$ cat config.mk
export PLATFORM = sky130hd
export DESIGN_NAME = autorange_average_gain_control_top_flat
export DESIGN_NICKNAME = d
export VERILOG_FILES = /design/src/aagc_pkg.sv /design/src/aagc_if.sv /design/src/autorange_average_gain_control_top.sv /design/src/flat_wrapper.sv
export SDC_FILE = /design/constraint.sdc
export NUM_CORES = 2
export LEC_CHECK = 0
export ABC_CLOCK_PERIOD_IN_PS = 10200
export BUFFER_PORTS_ARGS = -buffer_cell sky130_fd_sc_hd__buf_2
export CAP_MARGIN = 20
export CORE_MARGIN = 2
export CORE_UTILIZATION = 57
export DETAILED_ROUTE_END_ITERATION = 8
export GPL_TIMING_DRIVEN = 0
export PLACE_DENSITY = 0.74
export RECOVER_POWER = 25
export SETUP_SLACK_MARGIN = 0.02
export SYNTH_ARGS = -nofsm -noshare
export SYNTH_HDL_FRONTEND = slang
export SYNTH_SLANG_ARGS = --single-unit
$ cat constraint.sdc
create_clock -name clk -period 10.2 [get_ports clk]
set_input_delay 1.53 -clock clk [delete_from_list [all_inputs] [get_ports clk]]
set_output_delay 1.53 -clock clk [all_outputs]
set_load 0.02 [all_outputs]
$ cat src/aagc_pkg.sv
// Shared constants, types and tables for the autoranging averager.
`default_nettype none
package aagc_pkg;

  // Parameter defaults
  localparam int SAMPLE_BITS_DEF = 16;
  localparam int COUNT_BITS_DEF  = 16;
  localparam int GAIN_STEPS_DEF  = 4;

  // Fixed field widths
  localparam int SUM_BITS       = 32;
  localparam int AVG_OUT_BITS   = 16;
  localparam int CORR_BITS      = 30;
  localparam int GAIN_BITS      = 2;
  localparam int RELAY_BITS_W   = 3;
  localparam int WAIT_BITS      = 2;
  localparam int RECIP_BITS     = 32;
  localparam int OFFSET_BITS    = 16;

  // Configuration port
  localparam int CFG_INDEX_BITS = 3;
  localparam int CFG_DATA_BITS  = 64;

  localparam logic [CFG_INDEX_BITS-1:0] CFG_WINDOW_LENGTH   = 3'd0;
  localparam logic [CFG_INDEX_BITS-1:0] CFG_GAIN_MODE       = 3'd1;
  localparam logic [CFG_INDEX_BITS-1:0] CFG_HIGH_THRESHOLD  = 3'd2;
  localparam logic [CFG_INDEX_BITS-1:0] CFG_LOW_THRESHOLD   = 3'd3;
  localparam logic [CFG_INDEX_BITS-1:0] CFG_HYST_MARGIN     = 3'd4;
  localparam logic [CFG_INDEX_BITS-1:0] CFG_RECIP_LOW_PAIR  = 3'd5;
  localparam logic [CFG_INDEX_BITS-1:0] CFG_RECIP_HIGH_PAIR = 3'd6;
  localparam logic [CFG_INDEX_BITS-1:0] CFG_OFFSET_TABLE    = 3'd7;

  // Gain mode codes
  localparam logic [2:0] GM_AUTO     = 3'd0;
  localparam logic [2:0] GM_FIXED_LO = 3'd1;
  localparam logic [2:0] GM_FIXED_HI = 3'd4;

  // Reset values
  localparam logic [15:0] WINDOW_LENGTH_RST = 16'd430;
  localparam logic [2:0]  GAIN_MODE_RST     = 3'd2;
  localparam logic [15:0] HIGH_THRESH_RST   = 16'd29491;
  localparam logic [15:0] LOW_THRESH_RST    = 16'd2621;
  localparam logic [15:0] HYST_MARGIN_RST   = 16'd1638;
  localparam logic [GAIN_BITS-1:0] GAIN_RST = 2'd2;

  typedef enum logic [2:0] {
    ST_IDLE,
    ST_DIV,
    ST_DIFF,
    ST_MUL,
    ST_DONE
  } state_t;

  typedef enum logic [WAIT_BITS-1:0] {
    WS_FREE  = 2'd0,
    WS_RAISE = 2'd1,
    WS_DROP  = 2'd2
  } wait_t;

  // Relay bits K3 K2 K1 for each gain step
  function automatic logic [RELAY_BITS_W-1:0] relay_for(input logic [GAIN_BITS-1:0] g);
    logic [RELAY_BITS_W-1:0] r;
    case (g)
      2'd0:    r = 3'b001;
      2'd1:    r = 3'b011;
      2'd2:    r = 3'b000;
      default: r = 3'b101;
    endcase
    return r;
  endfunction

endpackage
`default_nettype wire

$ cat src/aagc_if.sv
// Valid/ready channel interfaces for samples and window results.
`default_nettype none
interface aagc_in_if #(
  parameter int SAMPLE_BITS = aagc_pkg::SAMPLE_BITS_DEF
);
  logic                          valid;
  logic                          ready;
  logic signed [SAMPLE_BITS-1:0] sample;

  modport source (output valid, output sample, input ready);
  modport sink   (input valid, input sample, output ready);
endinterface

interface aagc_out_if;
  logic                                   valid;
  logic                                   ready;
  logic signed [aagc_pkg::AVG_OUT_BITS-1:0] average_raw;
  logic signed [aagc_pkg::CORR_BITS-1:0]    corrected_value;
  logic [aagc_pkg::GAIN_BITS-1:0]           gain_used;
  logic [aagc_pkg::GAIN_BITS-1:0]           next_gain;
  logic [aagc_pkg::RELAY_BITS_W-1:0]        relay_drive;
  logic [aagc_pkg::WAIT_BITS-1:0]           hysteresis_state;

  modport source (output valid, output average_raw, output corrected_value,
                  output gain_used, output next_gain, output relay_drive,
                  output hysteresis_state, input ready);
  modport sink   (input valid, input average_raw, input corrected_value,
                  input gain_used, input next_gain, input relay_drive,
                  input hysteresis_state, output ready);
endinterface
`default_nettype wire

$ cat src/autorange_average_gain_control_top.sv
// Autoranging window averager with serial divide, serial gain correction and gain selector.
// Sequence: a sample inside a window is summed and yields no result; the closing sample runs
// through the divide, offset, multiply and output steps in that order to the result.
// Throughput: one sample per cycle within a window; input stalls at each window end during
// divide, offset, multiply and output, longer while the last result waits for the receiver.
// Reset (rst_n low, synchronous): register defaults, empty window, gain step 2, no result.
`default_nettype none
module autorange_average_gain_control_top #(
  parameter int SAMPLE_BITS = aagc_pkg::SAMPLE_BITS_DEF,
  parameter int COUNT_BITS  = aagc_pkg::COUNT_BITS_DEF,
  parameter int GAIN_STEPS  = aagc_pkg::GAIN_STEPS_DEF
) (
  input  logic                                 clk,
  input  logic                                 rst_n,
  aagc_in_if.sink                              in_ch,
  aagc_out_if.source                           out_ch,
  input  logic                                 cfg_we,
  input  logic [aagc_pkg::CFG_INDEX_BITS-1:0]  cfg_index,
  input  logic [aagc_pkg::CFG_DATA_BITS-1:0]   cfg_data
);
  import aagc_pkg::*;

  // Widths of the serial datapath
  localparam int DIFF_BITS  = SUM_BITS + 1;          // avg minus offset
  localparam int ACC_BITS   = RECIP_BITS + 3;        // running partial product
  localparam int PROD_BITS  = ACC_BITS + DIFF_BITS;  // full product
  localparam int CW         = PROD_BITS - 16;        // product after shift by 16
  localparam int CMP_W      = 25;                    // room for 16-bit length and count
  localparam int DIV_CNT_W  = $clog2(SUM_BITS);
  localparam int MUL_CNT_W  = $clog2(DIFF_BITS);
  localparam int THR_W      = 34;                    // signed compare of |avg| and limits

  localparam logic [COUNT_BITS-1:0] COUNT_LIMIT = {COUNT_BITS{1'b1}};
  localparam logic [GAIN_BITS-1:0]  GAIN_TOP    = GAIN_BITS'(GAIN_STEPS - 1);
  localparam logic [DIV_CNT_W-1:0]  DIV_LAST    = DIV_CNT_W'(SUM_BITS - 1);
  localparam logic [MUL_CNT_W-1:0]  MUL_LAST    = MUL_CNT_W'(DIFF_BITS - 1);
  localparam logic signed [CW-1:0]  CORR_MAX    = CW'((64'd1 << (CORR_BITS - 1)) - 64'd1);
  localparam logic signed [CW-1:0]  CORR_MIN    = ~CORR_MAX;

  // Configuration registers
  logic [15:0]              window_length_r;
  logic [2:0]               gain_mode_r;
  logic [15:0]              high_threshold_r;
  logic [15:0]              low_threshold_r;
  logic [15:0]              hyst_margin_r;
  logic [CFG_DATA_BITS-1:0] recip_low_pair_r;
  logic [CFG_DATA_BITS-1:0] recip_high_pair_r;
  logic [CFG_DATA_BITS-1:0] offset_table_r;

  // Control state
  state_t                  state_r, state_nxt;
  logic [SUM_BITS-1:0]     sum_r;
  logic [COUNT_BITS-1:0]   count_r;
  logic [GAIN_BITS-1:0]    gain_r, gain_nxt;
  wait_t                   wait_r, wait_nxt;
  logic                    out_valid_r, out_valid_nxt;

  // Serial divider: quotient shifts in from the right while the dividend shifts out
  logic [SUM_BITS-1:0]     div_q_r;
  logic [COUNT_BITS-1:0]   div_rem_r;
  logic [COUNT_BITS-1:0]   div_den_r;
  logic                    div_neg_r;
  logic [DIV_CNT_W-1:0]    div_cnt_r;

  // Serial multiplier
  logic [DIFF_BITS-1:0]    mul_d_r;
  logic signed [ACC_BITS-1:0] mul_hi_r;
  logic [DIFF_BITS-1:0]    mul_lo_r;
  logic [MUL_CNT_W-1:0]    mul_cnt_r;
  logic [RECIP_BITS-1:0]   recip_r;
  logic [SUM_BITS-1:0]     abs_r;
  logic [SUM_BITS-1:0]     avg_r;

  // Output holding register
  logic signed [AVG_OUT_BITS-1:0] out_avg_r;
  logic signed [CORR_BITS-1:0]    out_corr_r;
  logic [GAIN_BITS-1:0]           out_used_r;
  logic [GAIN_BITS-1:0]           out_next_r;
  logic [RELAY_BITS_W-1:0]        out_relay_r;
  logic [WAIT_BITS-1:0]           out_wait_r;

  // ---------------------------------------------------------------------------
  // Sample intake: sum, count and window end detection
  // ---------------------------------------------------------------------------
  logic                          in_xfer;
  logic signed [SAMPLE_BITS-1:0] in_sample;
  logic [SUM_BITS-1:0]           sum_new;
  logic [SUM_BITS-1:0]           sum_mag;
  logic [COUNT_BITS-1:0]         count_new;
  logic [CMP_W-1:0]              wl_ext;
  logic [CMP_W-1:0]              len_eff;
  logic                          window_end;

  assign in_ch.ready = (state_r == ST_IDLE);
  assign in_xfer     = in_ch.valid && in_ch.ready;
  assign in_sample   = in_ch.sample;

  // Sign-extend the sample into the wrapping 32-bit sum
  assign sum_new   = sum_r + SUM_BITS'(in_sample);
  assign sum_mag   = sum_new[SUM_BITS-1] ? (~sum_new + 1'b1) : sum_new;
  assign count_new = count_r + 1'b1;

  // A zero length acts as one; a length beyond the counter range clamps to its top
  always_comb begin
    wl_ext = CMP_W'(window_length_r);
    if (wl_ext == '0) begin
      len_eff = CMP_W'(1);
    end else if (wl_ext > CMP_W'(COUNT_LIMIT)) begin
      len_eff = CMP_W'(COUNT_LIMIT);
    end else begin
      len_eff = wl_ext;
    end
  end

  assign window_end = (CMP_W'(count_new) >= len_eff);

  // ---------------------------------------------------------------------------
  // Divide step: restoring, one quotient bit per cycle
  // ---------------------------------------------------------------------------
  logic [COUNT_BITS:0]   div_trial;
  logic                  div_fit;
  logic [COUNT_BITS:0]   div_sub;

  assign div_trial = {div_rem_r, div_q_r[SUM_BITS-1]};
  assign div_fit   = (div_trial >= {1'b0, div_den_r});
  assign div_sub   = div_trial - {1'b0, div_den_r};

  // ---------------------------------------------------------------------------
  // Offset step: average, offset and reciprocal for the gain step in use
  // ---------------------------------------------------------------------------
  logic [SUM_BITS-1:0]        avg_val;
  logic signed [OFFSET_BITS-1:0] offset_sel;
  logic [CFG_DATA_BITS-1:0]   recip_pair;
  logic [RECIP_BITS-1:0]      recip_sel;
  logic [DIFF_BITS-1:0]       diff_val;

  assign avg_val    = div_neg_r ? (~div_q_r + 1'b1) : div_q_r;
  assign offset_sel = offset_table_r[{gain_r, 4'b0000} +: OFFSET_BITS];
  assign recip_pair = gain_r[1] ? recip_high_pair_r : recip_low_pair_r;
  assign recip_sel  = gain_r[0] ? recip_pair[CFG_DATA_BITS-1:RECIP_BITS]
                                : recip_pair[RECIP_BITS-1:0];
  assign diff_val   = DIFF_BITS'($signed(avg_val)) - DIFF_BITS'(offset_sel);

  // ---------------------------------------------------------------------------
  // Multiply step: shift-add over the difference bits, the sign bit subtracts
  // ---------------------------------------------------------------------------
  logic signed [ACC_BITS-1:0] mul_addend;
  logic signed [ACC_BITS-1:0] mul_sum;

  assign mul_addend = mul_d_r[0] ? $signed({3'b000, recip_r}) : '0;
  assign mul_sum    = (mul_cnt_r == MUL_LAST) ? (mul_hi_r - mul_addend)
                                              : (mul_hi_r + mul_addend);

  // ---------------------------------------------------------------------------
  // Result: floor shift, saturation and gain selection
  // ---------------------------------------------------------------------------
  logic [PROD_BITS-1:0]       prod;
  logic signed [CW-1:0]       corr_wide;
  logic signed [CW-1:0]       corr_sat;
  logic signed [THR_W-1:0]    abs_s;
  logic signed [THR_W-1:0]    hi_s;
  logic signed [THR_W-1:0]    lo_s;
  logic signed [THR_W-1:0]    hi_release;
  logic signed [THR_W-1:0]    lo_release;
  logic [2:0]                 fixed_step;
  logic                       out_load;

  assign prod      = {mul_hi_r, mul_lo_r};
  // Arithmetic shift right by 16 rounds toward minus infinity
  assign corr_wide = $signed(prod[PROD_BITS-1:16]);

  always_comb begin
    if (corr_wide > CORR_MAX) begin
      corr_sat = CORR_MAX;
    end else if (corr_wide < CORR_MIN) begin
      corr_sat = CORR_MIN;
    end else begin
      corr_sat = corr_wide;
    end
  end

  assign abs_s      = $signed({2'b00, abs_r});
  assign hi_s       = $signed(THR_W'(high_threshold_r));
  assign lo_s       = $signed(THR_W'(low_threshold_r));
  assign hi_release = hi_s - $signed(THR_W'(hyst_margin_r));
  assign lo_release = lo_s + $signed(THR_W'(hyst_margin_r));
  assign fixed_step = gain_mode_r - GM_FIXED_LO;

  // Gain selector with hysteresis; evaluated in the output cycle only
  always_comb begin
    gain_nxt = gain_r;
    wait_nxt = wait_r;
    case (gain_mode_r) inside
      GM_AUTO: begin
        if (wait_r == WS_DROP) begin
          // After a drop, hold until the average falls clear of the high limit
          if (abs_s < hi_release) begin
            wait_nxt = WS_FREE;
          end
        end else if (wait_r == WS_RAISE) begin
          if (abs_s > lo_release) begin
            wait_nxt = WS_FREE;
          end
        end else begin
          if ((abs_s > hi_s) && (gain_r != '0)) begin
            gain_nxt = gain_r - 1'b1;
            wait_nxt = WS_DROP;
          end else if ((abs_s < lo_s) && (gain_r < GAIN_TOP)) begin
            gain_nxt = gain_r + 1'b1;
            wait_nxt = WS_RAISE;
          end
        end
      end
      [GM_FIXED_LO:GM_FIXED_HI]: begin
        // Fixed step, clamped to the top step; hysteresis state holds
        if (fixed_step > {1'b0, GAIN_TOP}) begin
          gain_nxt = GAIN_TOP;
        end else begin
          gain_nxt = fixed_step[GAIN_BITS-1:0];
        end
      end
      default: begin
        // Modes without meaning keep gain and hysteresis
      end
    endcase
  end

  // The result moves into the holding register once the previous one is gone
  assign out_load      = (state_r == ST_DONE) && (!out_valid_r || out_ch.ready);
  assign out_valid_nxt = out_load ? 1'b1 : (out_ch.ready ? 1'b0 : out_valid_r);

  // ---------------------------------------------------------------------------
  // Sequencer
  // ---------------------------------------------------------------------------
  always_comb begin
    state_nxt = state_r;
    unique case (state_r)
      ST_IDLE: begin
        if (in_xfer && window_end) begin
          state_nxt = ST_DIV;
        end
      end
      ST_DIV: begin
        if (div_cnt_r == DIV_LAST) begin
          state_nxt = ST_DIFF;
        end
      end
      ST_DIFF: begin
        state_nxt = ST_MUL;
      end
      ST_MUL: begin
        if (mul_cnt_r == MUL_LAST) begin
          state_nxt = ST_DONE;
        end
      end
      ST_DONE: begin
        if (out_load) begin
          state_nxt = ST_IDLE;
        end
      end
      default: begin
        state_nxt = ST_IDLE;
      end
    endcase
  end

  // Control registers and configuration
  always_ff @(posedge clk) begin
    if (!rst_n) begin
      state_r           <= ST_IDLE;
      sum_r             <= '0;
      count_r           <= '0;
      gain_r            <= GAIN_RST;
      wait_r            <= WS_FREE;
      out_valid_r       <= 1'b0;
      window_length_r   <= WINDOW_LENGTH_RST;
      gain_mode_r       <= GAIN_MODE_RST;
      high_threshold_r  <= HIGH_THRESH_RST;
      low_threshold_r   <= LOW_THRESH_RST;
      hyst_margin_r     <= HYST_MARGIN_RST;
      recip_low_pair_r  <= '0;
      recip_high_pair_r <= '0;
      offset_table_r    <= '0;
    end else begin
      state_r     <= state_nxt;
      out_valid_r <= out_valid_nxt;

      // Accumulate; restart the window on its closing sample
      if (in_xfer) begin
        if (window_end) begin
          sum_r   <= '0;
          count_r <= '0;
        end else begin
          sum_r   <= sum_new;
          count_r <= count_new;
        end
      end

      if (out_load) begin
        gain_r <= gain_nxt;
        wait_r <= wait_nxt;
      end

      if (cfg_we) begin
        unique case (cfg_index)
          CFG_WINDOW_LENGTH:   window_length_r   <= cfg_data[15:0];
          CFG_GAIN_MODE:       gain_mode_r       <= cfg_data[2:0];
          CFG_HIGH_THRESHOLD:  high_threshold_r  <= cfg_data[15:0];
          CFG_LOW_THRESHOLD:   low_threshold_r   <= cfg_data[15:0];
          CFG_HYST_MARGIN:     hyst_margin_r     <= cfg_data[15:0];
          CFG_RECIP_LOW_PAIR:  recip_low_pair_r  <= cfg_data;
          CFG_RECIP_HIGH_PAIR: recip_high_pair_r <= cfg_data;
          CFG_OFFSET_TABLE:    offset_table_r    <= cfg_data;
          default: begin
          end
        endcase
      end
    end
  end

  // Datapath registers
  always_ff @(posedge clk) begin
    case (state_r)
      ST_IDLE: begin
        // Capture magnitude and sign of the closed window for the divider
        if (in_xfer && window_end) begin
          div_q_r   <= sum_mag;
          div_neg_r <= sum_new[SUM_BITS-1];
          div_den_r <= count_new;
          div_rem_r <= '0;
          div_cnt_r <= '0;
        end
      end
      ST_DIV: begin
        div_rem_r <= div_fit ? div_sub[COUNT_BITS-1:0] : div_trial[COUNT_BITS-1:0];
        div_q_r   <= {div_q_r[SUM_BITS-2:0], div_fit};
        div_cnt_r <= div_cnt_r + 1'b1;
      end
      ST_DIFF: begin
        abs_r     <= div_q_r;
        avg_r     <= avg_val;
        recip_r   <= recip_sel;
        mul_d_r   <= diff_val;
        mul_hi_r  <= '0;
        mul_lo_r  <= '0;
        mul_cnt_r <= '0;
      end
      ST_MUL: begin
        // Advance one difference bit: add, then shift the pair right
        mul_hi_r  <= {mul_sum[ACC_BITS-1], mul_sum[ACC_BITS-1:1]};
        mul_lo_r  <= {mul_sum[0], mul_lo_r[DIFF_BITS-1:1]};
        mul_d_r   <= {1'b0, mul_d_r[DIFF_BITS-1:1]};
        mul_cnt_r <= mul_cnt_r + 1'b1;
      end
      ST_DONE: begin
        if (out_load) begin
          out_avg_r   <= avg_r[AVG_OUT_BITS-1:0];
          out_corr_r  <= corr_sat[CORR_BITS-1:0];
          out_used_r  <= gain_r;
          out_next_r  <= gain_nxt;
          out_relay_r <= relay_for(gain_nxt);
          out_wait_r  <= wait_nxt;
        end
      end
      default: begin
      end
    endcase
  end

  assign out_ch.valid            = out_valid_r;
  assign out_ch.average_raw      = out_avg_r;
  assign out_ch.corrected_value  = out_corr_r;
  assign out_ch.gain_used        = out_used_r;
  assign out_ch.next_gain        = out_next_r;
  assign out_ch.relay_drive      = out_relay_r;
  assign out_ch.hysteresis_state = out_wait_r;

endmodule
`default_nettype wire

$ cat src/flat_wrapper.sv
// flat-port wrapper written by rule: the top's interface ports become plain ports
module autorange_average_gain_control_top_flat import aagc_pkg::*;
#(
  parameter int SAMPLE_BITS = aagc_pkg::SAMPLE_BITS_DEF,
  parameter int COUNT_BITS  = aagc_pkg::COUNT_BITS_DEF,
  parameter int GAIN_STEPS  = aagc_pkg::GAIN_STEPS_DEF
)
  (clk, rst_n, cfg_we, cfg_index, cfg_data, in_ch_valid, in_ch_sample, in_ch_ready, out_ch_valid, out_ch_average_raw, out_ch_corrected_value, out_ch_gain_used, out_ch_next_gain, out_ch_relay_drive, out_ch_hysteresis_state, out_ch_ready);
  aagc_in_if #(.SAMPLE_BITS(SAMPLE_BITS)) in_ch_i ();
  aagc_out_if out_ch_i ();
  input  logic clk;
  input  logic rst_n;
  input  logic cfg_we;
  input  logic [aagc_pkg::CFG_INDEX_BITS-1:0] cfg_index;
  input  logic [aagc_pkg::CFG_DATA_BITS-1:0] cfg_data;
  input wire logic [$bits(in_ch_i.valid)-1:0] in_ch_valid;
  input wire logic [$bits(in_ch_i.sample)-1:0] in_ch_sample;
  output wire logic [$bits(in_ch_i.ready)-1:0] in_ch_ready;
  output wire logic [$bits(out_ch_i.valid)-1:0] out_ch_valid;
  output wire logic [$bits(out_ch_i.average_raw)-1:0] out_ch_average_raw;
  output wire logic [$bits(out_ch_i.corrected_value)-1:0] out_ch_corrected_value;
  output wire logic [$bits(out_ch_i.gain_used)-1:0] out_ch_gain_used;
  output wire logic [$bits(out_ch_i.next_gain)-1:0] out_ch_next_gain;
  output wire logic [$bits(out_ch_i.relay_drive)-1:0] out_ch_relay_drive;
  output wire logic [$bits(out_ch_i.hysteresis_state)-1:0] out_ch_hysteresis_state;
  input wire logic [$bits(out_ch_i.ready)-1:0] out_ch_ready;
  assign in_ch_i.valid = in_ch_valid;
  assign in_ch_i.sample = in_ch_sample;
  assign in_ch_ready = in_ch_i.ready;
  assign out_ch_valid = out_ch_i.valid;
  assign out_ch_average_raw = out_ch_i.average_raw;
  assign out_ch_corrected_value = out_ch_i.corrected_value;
  assign out_ch_gain_used = out_ch_i.gain_used;
  assign out_ch_next_gain = out_ch_i.next_gain;
  assign out_ch_relay_drive = out_ch_i.relay_drive;
  assign out_ch_hysteresis_state = out_ch_i.hysteresis_state;
  assign out_ch_i.ready = out_ch_ready;
  autorange_average_gain_control_top #(.SAMPLE_BITS(SAMPLE_BITS), .COUNT_BITS(COUNT_BITS), .GAIN_STEPS(GAIN_STEPS)) u_core (.clk(clk), .rst_n(rst_n), .in_ch(in_ch_i), .out_ch(out_ch_i), .cfg_we(cfg_we), .cfg_index(cfg_index), .cfg_data(cfg_data));
endmodule
Word level (Yosys, flattened, before mapping)
Index checks and enable logic that the tools add are counted.
Storage, ports and cells
  output and inout port bits: 57
  ROM bits: 0
  latch bits: 0
  register bits after elaboration: 627
  input bits: 88
  logic and storage cells: 155
  memories kept: 0
  bits in writable memories: 0
Cells by class
  multiply operators: 0
  eq/ne operators: 21
  multiplexer cells: 43
  div/mod/pow operators: 0
  bitwise operators: 2
  magnitude comparators: 12
  shift-type cells: 1
  $add $sub $neg: 15
  reductions and logical operators: 29
Operators with widths (count)
  32-bit 2-to-1 mux: 6
  33-bit one-hot mux with 2 select lines: 2
  35-bit one-hot mux with 2 select lines: 1
  32-bit by 1-bit adder with 32-bit output (second input constant): 2
  16-bit 2-to-1 mux: 4
  64-bit 2-to-1 mux: 1
  32-bit NOT: 2
  32-bit one-hot mux with 2 select lines: 1
  64-bit by 7-bit indexed part select with 16-bit output: 1
  52-bit by 30-bit > comparator with 1-bit output (second input constant): 1
  52-bit by 30-bit less-than comparator with 1-bit output (second input constant): 1
  35-bit by 33-bit adder with 35-bit output: 1
  35-bit 2-to-1 mux: 1
  35-bit by 33-bit subtractor with 35-bit output: 1
  33-bit by 34-bit > comparator with 1-bit output: 1
  33-bit by 34-bit less-than comparator with 1-bit output: 1
  32-bit by 16-bit subtractor with 33-bit output: 1
  32-bit adder: 1
  32-bit by 16-bit > comparator with 1-bit output: 1
  32-bit by 16-bit less-than comparator with 1-bit output: 1
  16-bit one-hot mux with 2 select lines: 1
  30-bit 2-to-1 mux: 1
  2-bit 2-to-1 mux: 14
  2-bit AND reduction: 11
  other kinds (39): 65

Logic depth before layout (Yosys ltp)
  depth after elaboration: 9
  depth in mapped cells: 24

Worst setup path after synthesis
No wires, ideal clock.
  path type: register to register
  from: register u_core.state_r[1]
  to: register u_core.abs_r[10] (enable)
  arrival time: 7.021 ns
  path slack: 2.654 ns
  path buffers: 2
  stages on the path, launching flop included: 5
  required time: 9.675 ns
  path through: dfxtp_1 > clkbuf_1 > nor2b_1 > clkbuf_1 > nor2b_1
Between the ends
  longest elaborated chain between the ends: 1
Ends and longest elaborated chain
  from (decl): RTL line autorange_average_gain_control_top.sv:51  | state_t state_r, state_nxt;
  from (signal assigned): RTL line autorange_average_gain_control_top.sv:285  | state_r <= state_nxt;
  3-bit by 2-bit == test with 1-bit output: RTL line autorange_average_gain_control_top.sv:323  | case (state_r)
  to (signal assigned): RTL line autorange_average_gain_control_top.sv:340  | abs_r <= div_q_r;
  to (decl): RTL line autorange_average_gain_control_top.sv:71  | logic [SUM_BITS-1:0] abs_r;
Every way passes these cells.
A chain may end at the register's enable or synchronous reset.

Final worst setup path
  from: register u_core.gain_r[0]
  to: register u_core.mul_d_r[28] (data pin)
Between the ends
  longest elaborated chain between the ends: 3
Ends and longest elaborated chain
  from (decl): RTL line autorange_average_gain_control_top.sv:54  | logic [GAIN_BITS-1:0] gain_r, gain_nxt;
  from (signal assigned): RTL line autorange_average_gain_control_top.sv:300  | gain_r <= gain_nxt;
  64-bit by 7-bit indexed part select with 16-bit output: RTL line autorange_average_gain_control_top.sv:138  | assign offset_sel = offset_table_r[{gain_r, 4'b0000} +: OFFSET_BITS];
  32-bit by 16-bit subtractor with 33-bit output: RTL line autorange_average_gain_control_top.sv:142  | assign diff_val = DIFF_BITS'($signed(avg_val)) - DIFF_BITS'(offset_sel);
  33-bit one-hot mux with 2 select lines: RTL line autorange_average_gain_control_top.sv:323
  to (signal assigned): RTL line autorange_average_gain_control_top.sv:343  | mul_d_r <= diff_val;
  to (signal assigned): RTL line autorange_average_gain_control_top.sv:352  | mul_d_r <= {1'b0, mul_d_r[DIFF_BITS-1:1]};
  to (decl): RTL line autorange_average_gain_control_top.sv:66  | logic [DIFF_BITS-1:0] mul_d_r;
Every way passes these cells.

==> reports/summary.txt <==
status: finished with violations
violated checks: capacitance limit, slew limit
WL/cell: 20.04 um
DR vias/cell: 5.985
worst skew pair latency: 0.63 ns
CTS max path bufs: 3
Final Cycle Share: 61.71%
post-synthesis cell count: 3,799
hold_buf cts: 0
CTS Sinks: 609
ys async rst share: 0%
Port Buffer Count: 136
H-tree depth: 3
vias post-DR: 29,089
DRT iter0 DRCs: 2,545
Primary FF master, synth: dfxtp_1
Post-synth EDFFs: 294
#FFs+latches synth: 609
Yosys cell types: 90
Die X-Extent: 252.9 um
critical path startpoint category: register
Synth top area share: 24.99%
TritonCTS clock tree: done
Fill cells: 5,108
Total Wirelength: 97,400 um
DR DRC count: 0
Power Density: 151.3 nW/um2
reg2reg start: u_core.gain_r[0]$_SDFFE_PN0P_
Buf/Inv on CP: 3
Rel. slew slack: -83.62%
CP Capture Type: register
register area share after synthesis: 42.84%
Final Hold Viols: 0
1st-pass router iterations: 6
initial antenna violation count: 8
Max Fclk: 158.9 MHz
total gr overflow: 0
GP Congestion: 0.9374
Worst-Margin Slew: 2.754 ns
Crit path largest cell delay: 0.73 ns
Seq pwr share: 44.2%
vias in the first global route: 27,255
HPWL Detailed: 72,500 um
top post-synthesis cells by count: nand2_1 (754), dfxtp_1 (315), edfxtp_1 (294)
core area: 61,480 um2
most common cell in the netlist: nand2_1
Cell Int Power: 0.004421 W
# rows: 91
top cells by area, synth: edfxtp_1 (25%), dfxtp_1 (18%), ha_1 (9.0%)
Mapped Area: 35,320 um2
Final setup viols: 0
WS Path Type: register to register
pin count of the biggest net entering global routing: 58
RSZ-0062 raised after global routing: false
Combinational Power Share: 12.7%
Clock power frac: 43.1%
Max-cap violations: 3
post-CTS sizing: 0
Critical Path Fanout Max: 10
CTS Buf Count: 68
IO Pins: 145
CP Data Required Time: 10.54 ns
CP Launch Point: u_core.gain_r[0]$_SDFFE_PN0P_
hold path startpoint: u_core.avg_r[2]$_DFFE_PN_
syn_nets: 4,148
Max VDD drop: 0.1314 mV
Final Power: 0.005978 W
post-CTS setup buffer count: 0
GRT Resource Usage Total: 30.39%
DIE HEIGHT: 252.9 um
first-pass GRT wire length: 151,200 um
clock skew: 0.02943 ns
Switching Share: 26.05%
Setup TNS: 0 ns
Syn-to-layout area delta: 11.87%
worst min path class: register to register
initial cell density of the core: 57.45%
layout cells sized above 1: 8.503%
CP dominant cell by count: clkbuf_1
Final min period: 6.295 ns
delay-heaviest family, CP: compound AO/OA/AOI/OAI gates
leakage power: 15.07 nW
Final nets: 4,362
Root Driver: clkbuf_16
critical path cell sequence: clkbuf_1, clkbuf_1, buf_1, mux4_2, ha_1, fa_1, nor2b_1, o21ai_0, a21boi_1, o41ai_1, o21ai_1, a211oi_1, o311ai_1, a211o_1, a31oi_1, xor2_1, a21oi_1
Post-Syn Area per Cell: 9.298 um2
Yosys top cell by area: edfxtp_1
Worst-path clk slew: 0.06 ns
Yosys warning count: 0
Net Sw Power: 0.001557 W
worst hold margin: 0.4049 ns
CP arrival: 6.63 ns
Crit-path slowest cell: buf_1
Total Die Area: 63,980 um2
ANT nets after route: 0
Slew Limit Fails: 125
-- final cells by class --
cell class / count / area, um2 / area share (%)
plain buffers: 178 / 690.7 / 1.748
clock buffers: 95 / 1946 / 4.924
well taps: 790 / 988.4 / 2.501
inverters: 172 / 645.6 / 1.634
repair buffers: 144 / 815.8 / 2.064
multi-input cells: 2840 / 18870 / 47.76
diodes: 1 / 2.502 / 0.006333
clock inverters: 31 / 417.9 / 1.058
flip-flops and latches: 609 / 15130 / 38.30
-- sequential cells by signal, summed over array words and instances, names as in the netlist, 30 cells and up --
name	count
u_core.mul_hi_r	34
u_core.abs_r	31
u_core.mul_d_r	33
u_core.sum_r	32
u_core.recip_low_pair_r	64
u_core.div_q_r	32
u_core.recip_high_pair_r	64
u_core.offset_table_r	64
u_core.out_ch.corrected_value	30
u_core.recip_r	32
-- final timing paths --
kind	endpoint	slack, ns	depth (start not counted)
worst max register to register	u_core.mul_d_r[28]$_DFFE_PP_	3.91	17
worst min-delay path	u_core.out_ch.average_raw[2]$_DFFE_PP_	0.40	0
worst min register to register	u_core.out_ch.average_raw[2]$_DFFE_PP_	0.40	0
worst max-delay path	u_core.mul_d_r[28]$_DFFE_PP_	3.91	17
-- layer usage --
| layer | GRT usage (%) | vias to the layer above | share of wire [%] |
|---|---|---|---|
| met5 | 0 | - | 0.051 |
| li1 | - | 13952 | - |
| met4 | 11.19 | 8 | 3.3 |
| met1 | 43.03 | 13771 | 44 |
| met3 | 5.695 | 189 | 9.2 |
| met2 | 46.42 | 1169 | 44 |
-- cells by family (layout without fill, tap and decap cells) --
family | after synthesis | count (layout) | synth area share [%]
mux | 71 | 71 | 3.726
flops | 609 | 609 | 42.85
simple gates | 1379 | 1379 | 17.42
other cells | 0 | 1 | 0
compound gates | 920 | 920 | 17.65
xor+xnor | 209 | 209 | 5.203
fa+ha+maj | 261 | 261 | 9.372
buf+inv | 350 | 620 | 3.783
-- stage by stage --
| stage | instance area [um2] | setup slack (ns) | std cells | utilization (%) |
|---|---|---|---|---|
| after floorplan | 35320 | 2.654 | 3799 | - |
| after global placement | 36990 | 0.03822 | 4725 | 60.17 |
| after detailed placement | 37170 | 4.046 | 4732 | 60.46 |
| after CTS | 39540 | 3.965 | 4858 | 64.30 |
| after global routing | 39510 | 3.481 | 4859 | 64.27 |
| final | 39520 | 3.905 | 4860 | 64.27 |
-- power groups by stage --
stage / Combinational [W] / Clock, W / Sequential, W
floorplan: 0.000552 / 0 / 0.00268
global placement: 0.000730 / 0 / 0.00269
detailed placement: 0.000744 / 0 / 0.00269
CTS: 0.000751 / 0.00260 / 0.00264
global route: 0.000845 / 0.00269 / 0.00264
finish: 0.000760 / 0.00258 / 0.00264
-- cell usage in the layout (no fill, tap or decap), drive strengths merged, types with 7 or more instances in the layout --
master   instances
nand2          754
nand2b          33
nor3            66
or3             15
a21oi          192
edfxtp         294
mux4            48
nor4            22
xor2            86
ha             255
o211ai          46
mux2i           19
and2            21
a31oi           24
and3            42
o31ai           31
nand3b          12
dfxtp          315
or2              8
nand3           63
buf            154
o41ai           22
o21ai          140
clkinv          20
nand4           39
o2111ai          7
clkbuf         263
nor3b           11
nor2b           57
a21boi         264
xnor2          123
o21a            27
o21bai          19
a21o            67
a211o            8
or4              7
inv            174
nor2           216
a211oi          26
(Power assumes the default switching activity.)
